==> config.mk <==
export PLATFORM = sky130hd
export DESIGN_NAME = dbhs_front
export DESIGN_NICKNAME = d
export VERILOG_FILES = /design/src/hw/rtl/dbhs_pkg.sv /design/src/hw/rtl/dbhs_front.sv
export SDC_FILE = /design/constraint.sdc
export NUM_CORES = 1
export LEC_CHECK = 0
export ABC_AREA = 1
export BUFFER_PORTS_ARGS = -buffer_cell sky130_fd_sc_hd__buf_2
export CAP_MARGIN = 20
export CORE_MARGIN = 3
export CORE_UTILIZATION = 49
export CTS_BUF_LIST = sky130_fd_sc_hd__clkbuf_2 sky130_fd_sc_hd__clkbuf_4 sky130_fd_sc_hd__clkbuf_8
export DETAILED_ROUTE_END_ITERATION = 7
export GPL_TIMING_DRIVEN = 1
export PLACE_DENSITY = 0.86
export REMOVE_ABC_BUFFERS = 1
export SETUP_SLACK_MARGIN = 0.15
export SYNTH_ARGS = -nofsm -noshare
export SYNTH_HDL_FRONTEND = slang
export SYNTH_SLANG_ARGS = --single-unit
==> constraint.sdc <==
create_clock -name clk -period 3.7 [get_ports clk]
set_input_delay 0.74 -clock clk [delete_from_list [all_inputs] [get_ports clk]]
set_output_delay 0.74 -clock clk [all_outputs]
set_load 0.01 [all_outputs]
==> src/hw/rtl/dbhs_pkg.sv <==
// shared types, codes and defaults for the depth buffer hidden surface unit
`default_nettype none

package dbhs_pkg;

    localparam int MAX_ROWS_DEF    = 256;
    localparam int MAX_COLUMNS_DEF = 256;
    localparam int DEPTH_BITS_DEF  = 16;

    localparam int COLOR_W = 24;
    localparam int QDEPTH  = 2;
    localparam int QPW     = 1;

    localparam logic [1:0] MODE_CLEAR    = 2'd0;
    localparam logic [1:0] MODE_FRAGMENT = 2'd1;
    localparam logic [1:0] MODE_READ     = 2'd2;

    localparam logic [1:0] REG_CLEAR_DEPTH    = 2'd0;
    localparam logic [1:0] REG_ACTIVE_ROWS    = 2'd1;
    localparam logic [1:0] REG_ACTIVE_COLUMNS = 2'd2;

    localparam logic [15:0] CLEAR_DEPTH_RST    = 16'd255;
    localparam logic [8:0]  ACTIVE_ROWS_RST    = 9'd256;
    localparam logic [8:0]  ACTIVE_COLUMNS_RST = 9'd256;

    typedef enum logic [1:0] {
        K_CLEAR,
        K_FRAG,
        K_READ,
        K_NULL
    } op_kind_t;

    typedef struct packed {
        logic        valid;
        op_kind_t    kind;
    } q_head_t;

    typedef struct packed {
        logic [15:0] clear_depth;
        logic [8:0]  active_rows;
        logic [8:0]  active_columns;
    } cfg_t;

endpackage

`default_nettype wire

==> src/hw/rtl/dbhs_front.sv <==
// front end: config registers, input classification and command queue
`default_nettype none

module dbhs_front #(
    parameter int MAX_ROWS    = dbhs_pkg::MAX_ROWS_DEF,
    parameter int MAX_COLUMNS = dbhs_pkg::MAX_COLUMNS_DEF,
    parameter int DEPTH_BITS  = dbhs_pkg::DEPTH_BITS_DEF,
    parameter int AW          = ((MAX_ROWS * MAX_COLUMNS) > 1) ?
                                $clog2(MAX_ROWS * MAX_COLUMNS) : 1,
    parameter int RCW         = ($clog2(MAX_ROWS + 1) > 9) ? $clog2(MAX_ROWS + 1) : 9,
    parameter int CCW         = ($clog2(MAX_COLUMNS + 1) > 9) ? $clog2(MAX_COLUMNS + 1) : 9
) (
    input  wire logic                    clk,
    input  wire logic                    rst_n,
    input  wire logic                    cfg_wen,
    input  wire logic [1:0]              cfg_index,
    input  wire logic [15:0]             cfg_wdata,
    input  wire logic                    s_tvalid,
    output logic                         s_tready,
    input  wire logic [55:0]             s_tdata,
    input  wire logic [1:0]              s_tuser,
    output dbhs_pkg::q_head_t            head,
    output logic      [AW-1:0]           head_addr,
    output logic      [DEPTH_BITS-1:0]   head_depth,
    output logic      [23:0]             head_color,
    input  wire logic                    head_pop,
    output logic      [RCW-1:0]          rows_eff,
    output logic      [CCW-1:0]          cols_eff,
    output logic      [DEPTH_BITS-1:0]   clear_depth_m
);

    import dbhs_pkg::*;

    cfg_t cfg_reg;

    op_kind_t        q_kind_reg  [QDEPTH];
    logic [AW-1:0]   q_addr_reg  [QDEPTH];
    logic [DEPTH_BITS-1:0] q_depth_reg [QDEPTH];
    logic [COLOR_W-1:0]    q_color_reg [QDEPTH];
    logic [QPW-1:0]  wr_ptr_reg;
    logic [QPW-1:0]  rd_ptr_reg;
    logic [QPW:0]    count_reg;

    logic [7:0]      in_row;
    logic [7:0]      in_col;
    logic [DEPTH_BITS-1:0] in_depth;
    logic [COLOR_W-1:0]    in_color;
    logic            in_win;
    logic            accept;
    op_kind_t        kind_c;
    logic [AW-1:0]   addr_c;

    assign in_row   = s_tdata[7:0];
    assign in_col   = s_tdata[15:8];
    assign in_depth = DEPTH_BITS'(s_tdata[31:16]);
    assign in_color = s_tdata[55:32];

    assign rows_eff = (RCW'(cfg_reg.active_rows) > RCW'(MAX_ROWS)) ?
                      RCW'(MAX_ROWS) : RCW'(cfg_reg.active_rows);
    assign cols_eff = (CCW'(cfg_reg.active_columns) > CCW'(MAX_COLUMNS)) ?
                      CCW'(MAX_COLUMNS) : CCW'(cfg_reg.active_columns);
    assign clear_depth_m = DEPTH_BITS'(cfg_reg.clear_depth);

    assign in_win = (RCW'(in_row) < rows_eff) && (CCW'(in_col) < cols_eff);
    assign addr_c = AW'(in_row) * AW'(MAX_COLUMNS) + AW'(in_col);

    always_comb
    begin
        unique case (s_tuser) inside
            MODE_CLEAR:
                kind_c = K_CLEAR;
            MODE_FRAGMENT, MODE_READ:
                kind_c = !in_win ? K_NULL : ((s_tuser == MODE_FRAGMENT) ? K_FRAG : K_READ);
            default:
                kind_c = K_NULL;
        endcase
    end

    assign s_tready = (count_reg != (QPW + 1)'(QDEPTH));
    assign accept   = s_tvalid && s_tready;

    assign head.valid = (count_reg != '0);
    assign head.kind  = q_kind_reg[rd_ptr_reg];
    assign head_addr  = q_addr_reg[rd_ptr_reg];
    assign head_depth = q_depth_reg[rd_ptr_reg];
    assign head_color = q_color_reg[rd_ptr_reg];

    always_ff @(posedge clk or negedge rst_n)
    begin
        if (!rst_n)
        begin
            cfg_reg.clear_depth    <= CLEAR_DEPTH_RST;
            cfg_reg.active_rows    <= ACTIVE_ROWS_RST;
            cfg_reg.active_columns <= ACTIVE_COLUMNS_RST;
        end
        else if (cfg_wen)
        begin
            case (cfg_index)
                REG_CLEAR_DEPTH:    cfg_reg.clear_depth    <= cfg_wdata;
                REG_ACTIVE_ROWS:    cfg_reg.active_rows    <= cfg_wdata[8:0];
                REG_ACTIVE_COLUMNS: cfg_reg.active_columns <= cfg_wdata[8:0];
                default:            cfg_reg                <= cfg_reg;
            endcase
        end
    end

    always_ff @(posedge clk or negedge rst_n)
    begin
        if (!rst_n)
        begin
            wr_ptr_reg <= '0;
            rd_ptr_reg <= '0;
            count_reg  <= '0;
        end
        else
        begin
            if (accept)
            begin
                wr_ptr_reg <= wr_ptr_reg + 1'b1;
            end
            if (head_pop)
            begin
                rd_ptr_reg <= rd_ptr_reg + 1'b1;
            end
            if (accept && !head_pop)
            begin
                count_reg <= count_reg + 1'b1;
            end
            else if (!accept && head_pop)
            begin
                count_reg <= count_reg - 1'b1;
            end
        end
    end

    always_ff @(posedge clk)
    begin
        if (accept)
        begin
            q_kind_reg[wr_ptr_reg]  <= kind_c;
            q_addr_reg[wr_ptr_reg]  <= addr_c;
            q_depth_reg[wr_ptr_reg] <= in_depth;
            q_color_reg[wr_ptr_reg] <= in_color;
        end
    end

`ifndef SYNTH
    a_pop_needs_entry: assert property (@(posedge clk) disable iff (!rst_n)
        head_pop |-> (count_reg != '0))
        else $error("queue popped while empty");

    a_count_bound: assert property (@(posedge clk) disable iff (!rst_n)
        (count_reg == (QPW + 1)'(QDEPTH)) |=> (count_reg != '0))
        else $error("queue count lost while full");
`endif

endmodule

`default_nettype wire

==> impl_metrics.tcl <==
set metrics [dict create \
    stdcell_count 810 \
    cts_tree "done" \
    syn_area_per_cell_sq_um 14.0 \
    antenna_cells 0 \
    synth_cell_types 26 \
    clkLatencyLatePin_ps 440 \
    arrival_ps 2010 \
    die-area_sq_um 14500 \
    post-route-cell-area_sq_um 7770 \
    die_w_um 120 \
    fmax_ghz 0.364 \
    cts.sinks 154 \
    tightest_slew_ps 800 \
    critPathCaptureType "primary output" \
    viasPerCell 4.99 \
    reg2reg_setup_slack_ps 1310 \
    ys_seq_area_frac 0.694 \
    grt_overflow 0 \
    wl_per_cell_um 16.0 \
    cts_buffers 17 \
    post_cts_buffers 0 \
    startpoint_type "register" \
    synth_warnings 0 \
    status "complete, no violations" \
    layout_min_cycle_time_ps 2750 \
    p_int_mw 3.74 \
    syn_inst 458 \
    power_frac_clock 0.248 \
    switching_share 0.302 \
    grt_start_max_net_pins 59 \
    drive_gt1_frac 0.462 \
    grt_pass1_vias 4136 \
    p_leak_nw 3.40 \
    largest_reg_flops 48 \
    critPathKind "reg -> out" \
    synth_area_leaders "edfxtp_1 54%, mux2_2 11%, dfrtp_1 11%" \
    antenna_left 0 \
    crit_fanout 20 \
    yosysTopAreaCell "edfxtp_1" \
    slew_headroom 0.467 \
    grt_usage 0.186 \
    grt_pass1_wl_um 20600 \
    place_hpwl_um 9410 \
    dr.pass1.iters 4 \
    placed_area_sq_um 7350 \
    syn2layout_area_growth_pct 21.3 \
    drc 0 \
    post-route-period-util 0.742 \
    design.portCount 175 \
    routed_wl_um 13000 \
    drv_cap 0 \
    p_switching_mw 1.62 \
    hp-class "in -> async" \
    port_buffers 174 \
    antenna_found_initial 0 \
    vias 4039 \
    fin_skew_ps 13.3 \
    power_frac_seq 0.461 \
    fill_cells 971 \
    hold_viol 0 \
    powerDensity_nw_per_um2 689 \
    cts-root-buf "clkbuf_8" \
    dp_cells 779 \
    die_h_um 120 \
    p_comb_frac 0.292 \
    clk_pin_slew_worst_paths_ps 90 \
    setup_slack_ps 955 \
    crit_required_ps 2960 \
    setup_viol 0 \
    synth_area_sq_um 6400 \
    gp_congestion 0.881 \
    ctsResizeCount 0 \
    rsz0062_at_grt "no" \
    ir_drop_v 0.000308 \
    cts.path.max_buffers 2 \
    cts_htree_levels 4 \
    postCtsHoldBufs 0 \
    finalSetupTns_ps 0 \
    drtIter0Drc 249 \
    row_count 41 \
    coreArea_sq_um 12700 \
    initial_core_util 0.503 \
    postSynthRegisterBits 154 \
    yosysTopAreaCellShare 0.544 \
    final_max_slew_viol_count 0 \
    nets 724 \
    dp_slack_ps 1400 \
]
cell usage in the layout (no fill, tap or decap), drive strengths merged:
| master | count |
|---|---|
| a21oi | 5 |
| and2 | 1 |
| buf | 178 |
| bufinv | 4 |
| clkbuf | 18 |
| clkinv | 8 |
| clkinvlp | 1 |
| dfrtp | 28 |
| dfstp | 10 |
| edfxtp | 116 |
| ha | 17 |
| inv | 48 |
| mux2 | 65 |
| nand2 | 73 |
| nand3 | 6 |
| nand4 | 3 |
| nor2 | 22 |
| nor3 | 1 |
| o21ai | 30 |
| or2 | 1 |
| xnor2 | 1 |
| xor2 | 2 |
final timing paths:
path	from	end	cells after the start
max	rd_ptr_reg	head[0]	3
min	rst_n	cfg_reg[2]	1
max reg2reg	cfg_reg[15]	q_kind_reg[0][0]	13
min reg2reg	count_reg[0]	count_reg[0]	1
max in group asynchronous	rst_n	rd_ptr_reg	1
min in group clk	count_reg[0]	count_reg[0]	1
cell families (layout without fill, tap and decap cells):
logic type / after synthesis / after routing / synth area share
AOI/OAI and AO/OA: 35 / 35 / 0.0297
xor gates and xnor gates: 3 / 3 / 0.00410
adders and majority gates: 17 / 17 / 0.0332
buffers and inverters: 77 / 257 / 0.0571
DFF: 154 / 154 / 0.694
muxes: 65 / 65 / 0.114
and+or+nand+nor: 107 / 107 / 0.0672
final cells by class:
| type | count | area [sq um] | area share |
|---|---|---|---|
| clock buffer | 18 | 241 | 0.0311 |
| clock inverter | 13 | 178 | 0.0229 |
| inverter | 48 | 180 | 0.0232 |
| multi-input combinational | 227 | 1610 | 0.207 |
| sequential | 154 | 4450 | 0.572 |
| tap | 172 | 215 | 0.0277 |
| timing repair buffer | 178 | 901 | 0.116 |
power groups by stage:
stage | clock network (mW) | registers (mW) | logic (mW)
3_3_place_gp | 0 | 2.48 | 1.55
3_5_place_dp | 0 | 2.50 | 1.58
6_report | 1.33 | 2.47 | 1.56
5_1_grt | 1.43 | 2.50 | 1.72
4_1_cts | 1.36 | 2.47 | 1.59
2_1_floorplan | 0 | 2.54 | 0.906
stage by stage:
stage	total power, mW	hold slack (ps)	util
3_5_place_dp	4.08	480	0.578
4_1_cts	5.42	378	0.611
5_1_grt	5.66	415	0.611
2_1_floorplan	3.45	444	-
3_3_place_gp	4.03	461	0.578
6_report	5.36	381	0.611
Yosys cell counts, drive strengths merged:
library cell / number
a21oi: 5
and2: 1
buf: 24
clkbuf: 5
dfrtp: 28
dfstp: 10
edfxtp: 116
ha: 17
inv: 48
mux2: 65
nand2: 73
nand3: 6
nand4: 3
nor2: 22
nor3: 1
o21ai: 30
or2: 1
xnor2: 1
xor2: 2
worst max-delay path, cell delays in order (launching register included):
cell     delay (ps)
dfrtp_2         640
buf_4           390
mux2_2          390
buf_2           140
metal layers:
layer	vias up	share of wire	GRT usage
li1	1900	-	-
met1	1928	0.40	0.229
met2	187	0.47	0.294
met3	24	0.098	0.0678
met4	0	0.026	0.0871
met5	-	0	0
(Power assumes the default switching activity.)
